File: src/design/assert_macros.svh
// Assertion macros shared by the design files.
`ifndef ASSERT_MACROS_SVH
`define ASSERT_MACROS_SVH
`ifndef SYNTHESIS
`define PP_ASSERT_IMP(lbl, clk, rst_n, ante, cons, msg) \
	lbl: assert property (@(posedge clk) disable iff (!rst_n) (ante) |-> (cons)) \
		else $error(msg);
`define PP_ASSERT_NEVER(lbl, clk, rst_n, cond, msg) \
	lbl: assert property (@(posedge clk) disable iff (!rst_n) !(cond)) else $error(msg);
`else
`define PP_ASSERT_IMP(lbl, clk, rst_n, ante, cons, msg)
`define PP_ASSERT_NEVER(lbl, clk, rst_n, cond, msg)
`endif
`endif

File: src/design/pp_pkg.sv
// Types and constants of the perspective projection block.
`timescale 1ns / 1ps
package pp_pkg;
	localparam int COORD_WIDTH = 32;
	localparam int DIST_W      = 16;
	localparam int FRAC_W      = 16;
	localparam int CFG_IDX_W   = 2;
	// numerator magnitude: sum of two coordinates, absolute value
	localparam int NMW = COORD_WIDTH + 1;
	// denominator: d*2^16 plus a widened depth
	localparam int DMW = ((COORD_WIDTH + 1 > DIST_W + FRAC_W + 1) ?
		COORD_WIDTH + 1 : DIST_W + FRAC_W + 1) + 1;
	localparam int DSW = DMW + 1;
	// back part latency from queue pop to result: mul, precheck, one stage per bit, output
	localparam int BACK_LAT = COORD_WIDTH + 3;

	localparam logic [1:0] ST_OK       = 2'd0;
	localparam logic [1:0] ST_DEN_ZERO = 2'd1;
	localparam logic [1:0] ST_OVERFLOW = 2'd2;

	typedef enum logic [CFG_IDX_W-1:0] {
		REG_VIEW_DIST,
		REG_OFFSET_X,
		REG_OFFSET_Y,
		REG_OFFSET_Z
	} cfg_reg_t;

	typedef struct packed {
		logic signed [COORD_WIDTH-1:0] pos_x;
		logic signed [COORD_WIDTH-1:0] pos_y;
		logic signed [COORD_WIDTH-1:0] pos_z;
		logic signed [COORD_WIDTH-1:0] aux_value;
	} vertex_t;

	typedef struct packed {
		logic signed [COORD_WIDTH-1:0] proj_x;
		logic signed [COORD_WIDTH-1:0] proj_y;
		logic signed [COORD_WIDTH-1:0] proj_z;
		logic signed [COORD_WIDTH-1:0] proj_aux;
		logic [1:0]                    status;
	} result_t;

	typedef struct packed {
		logic [NMW-1:0] mag;
		logic           neg;
	} num_t;

	// classified word handed from front to back
	typedef struct packed {
		num_t [2:0]                    num;
		logic [DMW-1:0]                den_mag;
		logic                          den_neg;
		logic                          den_zero;
		logic [DIST_W-1:0]             vdist;
		logic signed [COORD_WIDTH-1:0] pz;
		logic                          z_ovf;
	} front_word_t;

	// side data the back part carries next to the lanes
	typedef struct packed {
		logic signed [COORD_WIDTH-1:0] pz;
		logic                          z_ovf;
		logic                          den_zero;
	} side_t;
endpackage

File: src/design/pp_fifo.sv
// Two-entry queue between front and back part.
`timescale 1ns / 1ps
module pp_fifo import pp_pkg::*; (
	input  logic        clk,
	input  logic        arst_n,
	input  logic        push,
	input  front_word_t wdata,
	input  logic        pop,
	output front_word_t rdata,
	output logic        full,
	output logic        empty
);
	front_word_t mem_q [2];
	logic        wr_ptr_q, rd_ptr_q;
	logic [1:0]  count_q;

	always_ff @(posedge clk) begin
		if (push) begin
			mem_q[wr_ptr_q] <= wdata;
		end
	end

	always_ff @(posedge clk or negedge arst_n) begin
		if (!arst_n) begin
			wr_ptr_q <= 1'b0;
			rd_ptr_q <= 1'b0;
			count_q  <= 2'd0;
		end else begin
			if (push) wr_ptr_q <= ~wr_ptr_q;
			if (pop)  rd_ptr_q <= ~rd_ptr_q;
			count_q <= count_q + 2'(push) - 2'(pop);
		end
	end

	assign rdata = mem_q[rd_ptr_q];
	assign full  = (count_q == 2'd2);
	assign empty = (count_q == 2'd0);
endmodule

File: config.mk
export PLATFORM = sky130hd
export DESIGN_NAME = pp_fifo
export DESIGN_NICKNAME = d
export VERILOG_FILES = /design/src/design/assert_macros.svh /design/src/design/pp_pkg.sv /design/src/design/pp_fifo.sv
export SDC_FILE = /design/constraint.sdc
export NUM_CORES = 1
export LEC_CHECK = 0
export ABC_AREA = 0
export BUFFER_PORTS_ARGS = -buffer_cell sky130_fd_sc_hd__buf_2
export CAP_MARGIN = 0
export CORE_MARGIN = 5
export CORE_UTILIZATION = 34
export CTS_BUF_LIST = sky130_fd_sc_hd__clkbuf_16
export CTS_CLUSTER_DIAMETER = 100
export DETAILED_ROUTE_END_ITERATION = 8
export PLACE_DENSITY = 0.55
export SLEW_MARGIN = 10
export SYNTH_ARGS = -nofsm -noshare
export SYNTH_HDL_FRONTEND = slang
export SYNTH_SLANG_ARGS = --single-unit
File: constraint.sdc
create_clock -name clk -period 14.81 [get_ports clk]
set_clock_uncertainty 0.1 [all_clocks]
set_input_delay 2.962 -clock clk [delete_from_list [all_inputs] [get_ports clk]]
set_output_delay 2.962 -clock clk [all_outputs]
set_load 0.01 [all_outputs]
# Yosys cells after proc, flatten, opt, wreduce, memory -nomap -nowiden
# Memories as Yosys holds them, arrays and structs flattened.
# Index checks and enable logic that the tools add are counted.
# totals
ff_bits	4
latch_bits	0
ramBits	374
mem_bits_ro	0
in_bits	191
output_inout_bits	189
elab_cells	12
n_memories	1
# classes
n_addsub	2
mul	0
div_mod_pow	0
n_lt_le_gt_ge	0
eq_ne	1
shifts	0
n_mux	2
bitwise_logic	2
reduce_logical	1
# mem_list
name	depth	word_bits	read_ports	rd_clocked_by_memory_dff	wr	line	text
mem_q	2	187	1	0	1	pp_fifo.sv:13	front_word_t mem_q [2];
# op_table
op	n
$add 2x1->2	1
$eq 2x2->1 const B	1
$logic_not 2->1	1
$mux 1	2
$not 1->1	2
$sub 2x1->2	1

# Longest topological paths before layout
# logic_depth
depth_word	2
ltp_mapped	5
ltp_nobuf	5

# Worst setup path before layout
# No wires, ideal clock.
# synth_timing
path_type	input port to flip-flop
startpoint	input push
endpoint	memory mem_q[0][0] in the netlist's numbering (enable)
setup_ns	0.759
arrival_ns	11.030
required_ns	13.951
slack_ns	2.920
cell_stages	1
n_path_buf	0
cell_sequence	nor2b_1
# synth_between
elab_chain_cells	2
# synth_lines
element	line	text
start: declaration	pp_fifo.sv:6	input logic push,
$mux 1	pp_fifo.sv:18	if (push) begin
$mux 1 (implied by the code)	pp_fifo.sv:19	mem_q[wr_ptr_q] <= wdata;
end: declaration	pp_fifo.sv:13	
# No other way between the ends.

==> metrics.yaml <==
syn-instance-count: 597
min_path_type: "register to register"
drive_gt1_share_pct: 60.6
die_width_um: 214
wire_per_inst_um: 19.2
post_cts_buffers: 0
setup_viol: 0
critical_path_class: "register to output pin"
syn_nets: 790
rsz0062_at_grt: "no"
cts_buffers: 41
pin_count: 380
coreArea_sq_um: 40900
cts.clk_slew.worst_paths_ns: 0.06
maxCapViolations: 0
cts_resized: 0
syn-cell-area_sq_um: 14100
antenna_found_initial: 4
cp-start-kind: "register"
worst_hold_slack_ns: 0.445
cts.sinks: 378
status: "finished, final reports clean"
htreeDepth: 2
dr.pass1.iters: 4
rows: 74
p_per_area_nw_per_um2: 193
yosys_warnings: 0
fp.dieH_um: 214
mostFrequentLayoutCells: "379 x buf_2, 374 x edfxtp_1, 101 x mux2_4"
final_common_cell: "buf_2"
grt_max_degree: 128
post-route-period-util_pct: 41.4
cts_tree: "done"
relSlewSlack_pct: 30.5
gp_congestion: 0.702
io_buffers: 379
start_util_pct: 34.5
dp_hpwl_um: 20200
ant_nets: 0
syn_to_final_growth_pct: 26.3
crit_required_ns: 11.75
crit_fanout: 127
synthTopCellsByArea: "edfxtp_1 80%, mux2_4 11%, mux2_2 6.9%, buf_6 1.2%, dfrtp_1 0.71%"
clock_latency_ns: 0.54
yosysSeqAreaShare_pct: 80.3
cts-hold-fix-buffers: 0
worstPathArrival_ns: 3.07
synth_top_area_share_pct: 79.6
route.detailed.drc: 0
setup_tns_ns: 0
synth_area_per_cell_sq_um: 23.6
timing.fmax_mhz: 163
p_leak_nw: 6.97
synth_cell_types: 13
instances_no_fill: 1570
hold_viol: 0
cts_buffer_depth: 3
placed_cells: 1493
drt_iter0_drc: 303
die_area_sq_um: 45700
ff_latch_area_sq_um: 11300
fin_nets: 1197
cts_root_buffer: "clkbuf_16"
min_period_ns: 6.13
grt_pass1_wl_um: 43700
yosys.area.top_type: "edfxtp_1"
worstMarginPinSlew_ns: 1.04
via_count: 6951
overflow: 0
slew_viol_final: 0
grt_pass1_vias: 7455
cp-end-kind: "output pin"
multi_input_area_sq_um: 2580
nFillCells: 3691
vias_per_cell: 4.43
drt-total-wl_um: 30200
ys_ff_latch: 378
vdd_drop_max_uv: 142
grt.total_usage_pct: 12.6
[through the flow]
step	utilization [%]	setup slack, ns	instance area, sq um	total power, mW
after floorplan	-	2.92	14100	2.24
after global placement	40.4	9.22	16500	2.55
after detailed placement	40.4	9.24	16500	2.55
after CTS	43.5	8.62	17800	3.52
after global routing	43.5	8.54	17800	3.63
final	43.5	8.68	17800	3.45
[cells in the mapped netlist]
cell	number
and2_1	1
buf_2	6
buf_6	15
dfrtp_1	4
edfxtp_1	374
ha_1	2
inv_1	2
mux2_2	86
mux2_4	101
nor2_1	1
nor2b_1	2
xor2_1	2
xor3_1	1
[final timing paths]
kind | slack, ns | from | endpoint | cells past startpoint
min reg2reg | 0.45 | wr_ptr_q | wr_ptr_q | 1
min | 0.45 | wr_ptr_q | wr_ptr_q | 1
max reg2reg | 12.22 | wr_ptr_q | mem_q[0][145] | 3
max in group asynchronous | 12.36 | arst_n | rd_ptr_q | 1
min in group asynchronous | 2.12 | arst_n | count_q[0] | 1
max | 8.68 | rd_ptr_q | rdata[51] | 3
[area by class of cell]
class / instances / area share (%)
clock inverter: 30 / 1.03
inverter: 2 / 0.0421
timing repair buffer: 385 / 11.0
sequential: 378 / 63.6
multi-input combinational: 196 / 14.5
clock buffer: 43 / 6.04
antenna: 4 / 0.0562
tap: 532 / 3.74
[logic make-up (layout without fill, tap and decap cells)]
family	count (synthesis)	count (layout)	share of synthesized area [%]
xor+xnor	3	3	0.293
fa+ha+maj	2	2	0.177
buf+inv	23	460	1.46
flops	378	378	80.3
mux	187	187	17.6
other cells	0	4	0
simple gates	4	4	0.160
[power breakdown]
part	leakage [nW]	switching, mW	total, mW	internal [mW]
Clock	0.657	0.390	0.947	0.556
Sequential	3.56	0.0767	1.50	1.42
Combinational	2.76	0.509	0.999	0.490
Total	6.97	0.976	3.45	2.47
[sequential cells by signal, indices dropped and copies added (netlist names)]
signal	cells
count_q	2
rd_ptr_q	1
wr_ptr_q	1
mem_q	374
[worst max-delay path, cell delays in order, from the launching register on]
cell and delay (ns):
dfrtp_4 0.97, buf_12 0.68, mux2_2 0.43, buf_2 0.14
[layer usage]
metal / wire length (um) / part of all wire, % / track usage (%)
met5: 13 / 0.043 / 0
met4: 610 / 2.0 / 4.47
met3: 2850 / 9.4 / 4.61
met2: 14700 / 49 / 20.7
met1: 12000 / 40 / 15.4
(Power assumes the default switching activity.)
