`src/design/assert_macros.svh`:
```
// Assertion macros shared by the design files.
`ifndef ASSERT_MACROS_SVH
`define ASSERT_MACROS_SVH
`ifndef SYNTHESIS
`define PP_ASSERT_IMP(lbl, clk, rst_n, ante, cons, msg) \
	lbl: assert property (@(posedge clk) disable iff (!rst_n) (ante) |-> (cons)) \
		else $error(msg);
`define PP_ASSERT_NEVER(lbl, clk, rst_n, cond, msg) \
	lbl: assert property (@(posedge clk) disable iff (!rst_n) !(cond)) else $error(msg);
`else
`define PP_ASSERT_IMP(lbl, clk, rst_n, ante, cons, msg)
`define PP_ASSERT_NEVER(lbl, clk, rst_n, cond, msg)
`endif
`endif

```
`src/design/pp_pkg.sv`:
```
// Types and constants of the perspective projection block.
`timescale 1ns / 1ps
package pp_pkg;
	localparam int COORD_WIDTH = 32;
	localparam int DIST_W      = 16;
	localparam int FRAC_W      = 16;
	localparam int CFG_IDX_W   = 2;
	// numerator magnitude: sum of two coordinates, absolute value
	localparam int NMW = COORD_WIDTH + 1;
	// denominator: d*2^16 plus a widened depth
	localparam int DMW = ((COORD_WIDTH + 1 > DIST_W + FRAC_W + 1) ?
		COORD_WIDTH + 1 : DIST_W + FRAC_W + 1) + 1;
	localparam int DSW = DMW + 1;
	// back part latency from queue pop to result: mul, precheck, one stage per bit, output
	localparam int BACK_LAT = COORD_WIDTH + 3;

	localparam logic [1:0] ST_OK       = 2'd0;
	localparam logic [1:0] ST_DEN_ZERO = 2'd1;
	localparam logic [1:0] ST_OVERFLOW = 2'd2;

	typedef enum logic [CFG_IDX_W-1:0] {
		REG_VIEW_DIST,
		REG_OFFSET_X,
		REG_OFFSET_Y,
		REG_OFFSET_Z
	} cfg_reg_t;

	typedef struct packed {
		logic signed [COORD_WIDTH-1:0] pos_x;
		logic signed [COORD_WIDTH-1:0] pos_y;
		logic signed [COORD_WIDTH-1:0] pos_z;
		logic signed [COORD_WIDTH-1:0] aux_value;
	} vertex_t;

	typedef struct packed {
		logic signed [COORD_WIDTH-1:0] proj_x;
		logic signed [COORD_WIDTH-1:0] proj_y;
		logic signed [COORD_WIDTH-1:0] proj_z;
		logic signed [COORD_WIDTH-1:0] proj_aux;
		logic [1:0]                    status;
	} result_t;

	typedef struct packed {
		logic [NMW-1:0] mag;
		logic           neg;
	} num_t;

	// classified word handed from front to back
	typedef struct packed {
		num_t [2:0]                    num;
		logic [DMW-1:0]                den_mag;
		logic                          den_neg;
		logic                          den_zero;
		logic [DIST_W-1:0]             vdist;
		logic signed [COORD_WIDTH-1:0] pz;
		logic                          z_ovf;
	} front_word_t;

	// side data the back part carries next to the lanes
	typedef struct packed {
		logic signed [COORD_WIDTH-1:0] pz;
		logic                          z_ovf;
		logic                          den_zero;
	} side_t;
endpackage

```
`src/design/pp_front.sv`:
```
// Front part: offset add, denominator forming and classification.
`timescale 1ns / 1ps
module pp_front import pp_pkg::*; (
	input  vertex_t                       vertex,
	input  logic [DIST_W-1:0]             view_distance,
	input  logic signed [COORD_WIDTH-1:0] offset_x,
	input  logic signed [COORD_WIDTH-1:0] offset_y,
	input  logic signed [COORD_WIDTH-1:0] offset_z,
	output front_word_t                   word
);
	logic signed [COORD_WIDTH:0] xs, ys, zs, as;
	logic signed [DSW-1:0]       den;
	logic [DSW-1:0]              dfix;

	function automatic num_t to_num(input logic signed [COORD_WIDTH:0] v);
		num_t n;
		n.neg = v[COORD_WIDTH];
		n.mag = n.neg ? NMW'(-v) : NMW'(v);
		return n;
	endfunction

	always_comb begin
		xs   = {vertex.pos_x[COORD_WIDTH-1], vertex.pos_x}
			+ {offset_x[COORD_WIDTH-1], offset_x};
		ys   = {vertex.pos_y[COORD_WIDTH-1], vertex.pos_y}
			+ {offset_y[COORD_WIDTH-1], offset_y};
		zs   = {vertex.pos_z[COORD_WIDTH-1], vertex.pos_z}
			+ {offset_z[COORD_WIDTH-1], offset_z};
		as   = {vertex.aux_value[COORD_WIDTH-1], vertex.aux_value};
		dfix = DSW'({view_distance, {FRAC_W{1'b0}}});
		den  = $signed(dfix) + DSW'(zs);

		word.num[0]   = to_num(xs);
		word.num[1]   = to_num(ys);
		word.num[2]   = to_num(as);
		word.den_neg  = den[DSW-1];
		word.den_mag  = den[DSW-1] ? DMW'(-den) : DMW'(den);
		word.den_zero = (den == '0);
		word.vdist    = view_distance;
		// depth saturates when the extra top bit disagrees with the sign
		word.z_ovf    = zs[COORD_WIDTH] != zs[COORD_WIDTH-1];
		if (!word.z_ovf) begin
			word.pz = zs[COORD_WIDTH-1:0];
		end else if (zs[COORD_WIDTH]) begin
			word.pz = {1'b1, {(COORD_WIDTH-1){1'b0}}};
		end else begin
			word.pz = {1'b0, {(COORD_WIDTH-1){1'b1}}};
		end
	end
endmodule

```
`config.mk`:
```
export PLATFORM = sky130hd
export DESIGN_NAME = pp_front
export DESIGN_NICKNAME = d
export VERILOG_FILES = /design/src/design/assert_macros.svh /design/src/design/pp_pkg.sv /design/src/design/pp_front.sv
export SDC_FILE = /design/constraint.sdc
export NUM_CORES = 1
export LEC_CHECK = 0
export BUFFER_PORTS_ARGS = -buffer_cell sky130_fd_sc_hd__buf_2
export CAP_MARGIN = 20
export CORE_MARGIN = 2
export CORE_UTILIZATION = 35
export DETAILED_ROUTE_END_ITERATION = 6
export PLACE_DENSITY = 0.6
export SLEW_MARGIN = 0
export SYNTH_ARGS = -nofsm -noshare
export SYNTH_HDL_FRONTEND = slang
export SYNTH_SLANG_ARGS = --single-unit
```
`constraint.sdc`:
```
create_clock -name vclk -period 13.4
set_input_delay 4.02 -clock vclk [all_inputs]
set_output_delay 4.02 -clock vclk [all_outputs]
set_load 0.02 [all_outputs]
```
# After elaboration in Yosys (flattened, before gate mapping)
# Cells that the tools add are included.
# totals
register_bits	0
inputBits	240
output_inout_bits	187
wordCells	16
# op_classes
n_addsub	8
eq_ne	1
muxes	6
reduce_logical	1
# ops
operator	n
$add A32 B32 Y33	3
$mux W33	3
$neg A33 Y33	2
$mux W32	2
$logic_not A35 Y1	1
$add A33 B33 Y34	1
$mux W34	1
$neg A34 Y34	1
$neg A32 Y33	1
$ne A1 B1 Y1	1

# Depth between registers and ports, before layout
# logic_depth
word_depth	4
ltp_mapped	24
ltp_nobuf	24

# Least setup slack after synthesis
# No wires, ideal clock.
# synth_path
path_type	input to output
start	in vertex[32] (netlist name)
end	out word[79] (netlist name)
arrival_time_ns	8.713
t_required_ns	9.380
setup_slack_ns	0.667
stages	24
n_path_buf	1
path_cell_list	ha_1 -> inv_1 -> fa_1 -> nor2b_1 -> o2111ai_1 -> a21oi_1 -> nor2_1 -> o21ai_0 -> a21o_1 -> a21oi_1 -> xnor2_1 -> ha_1 -> inv_1 -> fa_1 -> nor2b_1 -> o21a_1 -> nor2_1 -> xnor2_1 -> or3_1 -> or3_1 -> clkbuf_1 -> or4_4 -> o31ai_4 -> xor2_1
# synth_rtl
element	line_no	text
start: declaration	pp_front.sv:4	input vertex_t vertex,
end: declaration	pp_front.sv:9	output front_word_t word

==> impl_metrics.py <==
metrics = {
    "worst_setup_path": {
        "cp_top_family": "simple AND/OR/NAND/NOR gates",
        "cp-startpoint": "vertex[32]",
        "crit_slowest_cell": "or4_4",
        "crit_arrival_ns": 9.12,
        "crit_top_cell": "xnor2_1",
        "crit_type": "in2out",
        "path_max_fanout": 6,
        "endpoint_kind": "output pin",
        "crit_path_end": "word[81]",
        "critPathMaxStageDelay_ns": 0.49,
        "crit_cells": 25,
        "crit_path_start_kind": "primary input",
        "critical_path_required_ns": 9.38,
        "critPathBufInv": 4,
    },
    "cts": {
        "cts_hold_buf": 0,
    },
    "power": {
        "peakVddDrop_mv": 0.07315,
        "swShare": 0.6312,
        "leakage_nw": 5.413,
        "powerDensity_nw_per_um2": 103.8,
        "power.total_mw": 1.233,
        "p_int_mw": 0.4548,
        "p_sw_mw": 0.7783,
        "power_frac_clock": 0,
        "p_comb_frac": 1.000,
        "power_frac_seq": 0,
    },
    "logic_synthesis": {
        "avgSynthCellArea_um2": 6.940,
        "yosysSeqAreaShare": 0,
        "ys_types": 86,
        "synthCells": 1362,
        "yosysTopAreaCellShare": 0.1549,
        "synth.top_cells.by_count": "145 x xnor2_1, 117 x ha_1, 115 x a21oi_1",
        "synth_most_common_cell": "xnor2_1",
        "synth_area_um2": 9453,
        "ys_warn_count": 0,
        "synth_area_leaders": "ha_1 15%, xnor2_1 13%, a21oi_1 6.1%",
        "synth_top_area_cell": "ha_1",
    },
    "floorplan": {
        "die_area_um2": 28340,
        "ios": 427,
        "coreArea_um2": 26730,
        "start_util": 0.3537,
        "die_w_um": 168.3,
        "die_h_um": 168.3,
        "placementRows": 60,
    },
    "timing": {
        "setup_viol": 0,
        "relSlewSlack": 0.3727,
        "slew_violations": 0,
        "post-route-min-period_ns": 13.14,
        "worst_pin_slew_ns": 0.9379,
        "setup_tns_ns": 0,
        "hold_viol": 0,
        "fmax_mhz": 76.08,
        "fin_ws_ns": 0.2552,
        "rsz0062_at_grt": "false",
        "fin_crit_sh": 0.9810,
    },
    "route": {
        "wire_per_inst_um": 17.82,
        "dr_total_vias": 11850,
        "ant_nets": 0,
        "avgViaCountPerCell": 5.679,
        "drc": 0,
        "drt_iter0_drc": 641,
        "postRouteWirelength_um": 37170,
        "drt-pass1-iter-count": 5,
    },
    "finish": {
        "syn2layout_area_growth_pct": 25.65,
        "fill_cells": 2835,
        "final-seq-area_um2": 0,
        "finalNetCount": 2103,
        "flops_and_latches": 0,
        "multi_input_area_um2": 8980,
        "final_layout_size_suffix_gt1_frac": 0.2782,
        "nClkBuffers": 0,
    },
    "global_routing": {
        "grt.overflow.total": 0,
        "grt_max_degree": 34,
        "grt_util_all_layers": 0.2416,
        "antenna_found_initial": 5,
        "grt_pass1_vias": 10920,
        "grt_pass1_wl_um": 56560,
    },
    "run": {
        "max_cap_viol_count": 0,
    },
    "run_status": {
        "status": "finished clean",
    },
    "place": {
        "io_buffers": 425,
        "dp_worst_setup_slack_ns": 0.1100,
        "gp_congestion": 0.9443,
        "dp_hpwl_um": 32550,
    },
    "hold_path": {
        "hp-class": "in2out",
    },
}
power by group through the flow:
stage          logic [mW]  registers, mW  clock network, mW
2_1_floorplan       0.833              0                  0
3_3_place_gp         1.22              0                  0
3_5_place_dp         1.22              0                  0
4_1_cts              1.22              0                  0
5_1_grt              1.32              0       0.0000000300
6_report             1.23              0       0.0000000500
per-stage QoR:
step	cell area [µm²]	util	instances	hold slack (ns)
after floorplan	9457	-	1363	8.130
after global placement	11830	0.4425	2080	8.308
after detailed placement	11830	0.4425	2080	8.312
after CTS	11830	0.4425	2080	8.313
after global routing	11870	0.4442	2084	8.311
final	11880	0.4444	2086	8.306
routing by layer:
metal,track usage,routed length [µm],vias to the layer above
met2,0.4115,17100,498
met1,0.3178,16310,5426
met5,0,0,-
met3,0.02445,2425,76
li1,-,-,5847
met4,0.08208,1324,0
repair_timing:
item	4_1_cts	5_1_grt
endpoints found under the hold margin	0	0
setup buffers	0	1
resized for setup	0	7
endpoints found under the setup margin	0	17
kinds of logic (layout without fill, tap and decap cells):
kind of cell	after synthesis	in the layout	share of synthesized area
multiplexers	2	2	0.002118
AND/OR/NAND/NOR	406	406	0.2213
buffers and inverters	120	497	0.05625
XOR/XNOR	199	199	0.1844
other	1	7	0.0003967
adder cells (fa/ha/maj)	152	152	0.1962
AO/OA/AOI/OAI	482	482	0.3394
cell type report:
class                      instances  share of cell area
antenna                            5            0.001053
inverter                          59             0.01865
multi-input combinational       1243              0.7560
tap                              341             0.03592
timing repair buffer             438              0.1884
worst min-delay path by stage:
stage | startpoint | end | slack [ns] | depth (start not counted)
3_3_place_gp | vertex[0] | word[154] | 8.31 | 2
4_1_cts | vertex[0] | word[154] | 8.31 | 2
2_1_floorplan | vertex[30] | word[185] | 8.13 | 1
6_report | view_distance[6] | word[39] | 8.31 | 2
5_1_grt | view_distance[7] | word[40] | 8.31 | 2
3_5_place_dp | vertex[0] | word[154] | 8.31 | 2
cell usage in the layout, fill, tap and decap left out, types with 31 or more instances in the layout:
cell / instances
xor2_1: 54
xnor2_1: 143
maj3_1: 31
a21oi_1: 113
nor2_1: 87
ha_1: 117
inv_1: 57
buf_2: 425
o21ai_0: 97
nand2_1: 107
a21o_1: 45
Power figures use the tool's default switching activity.
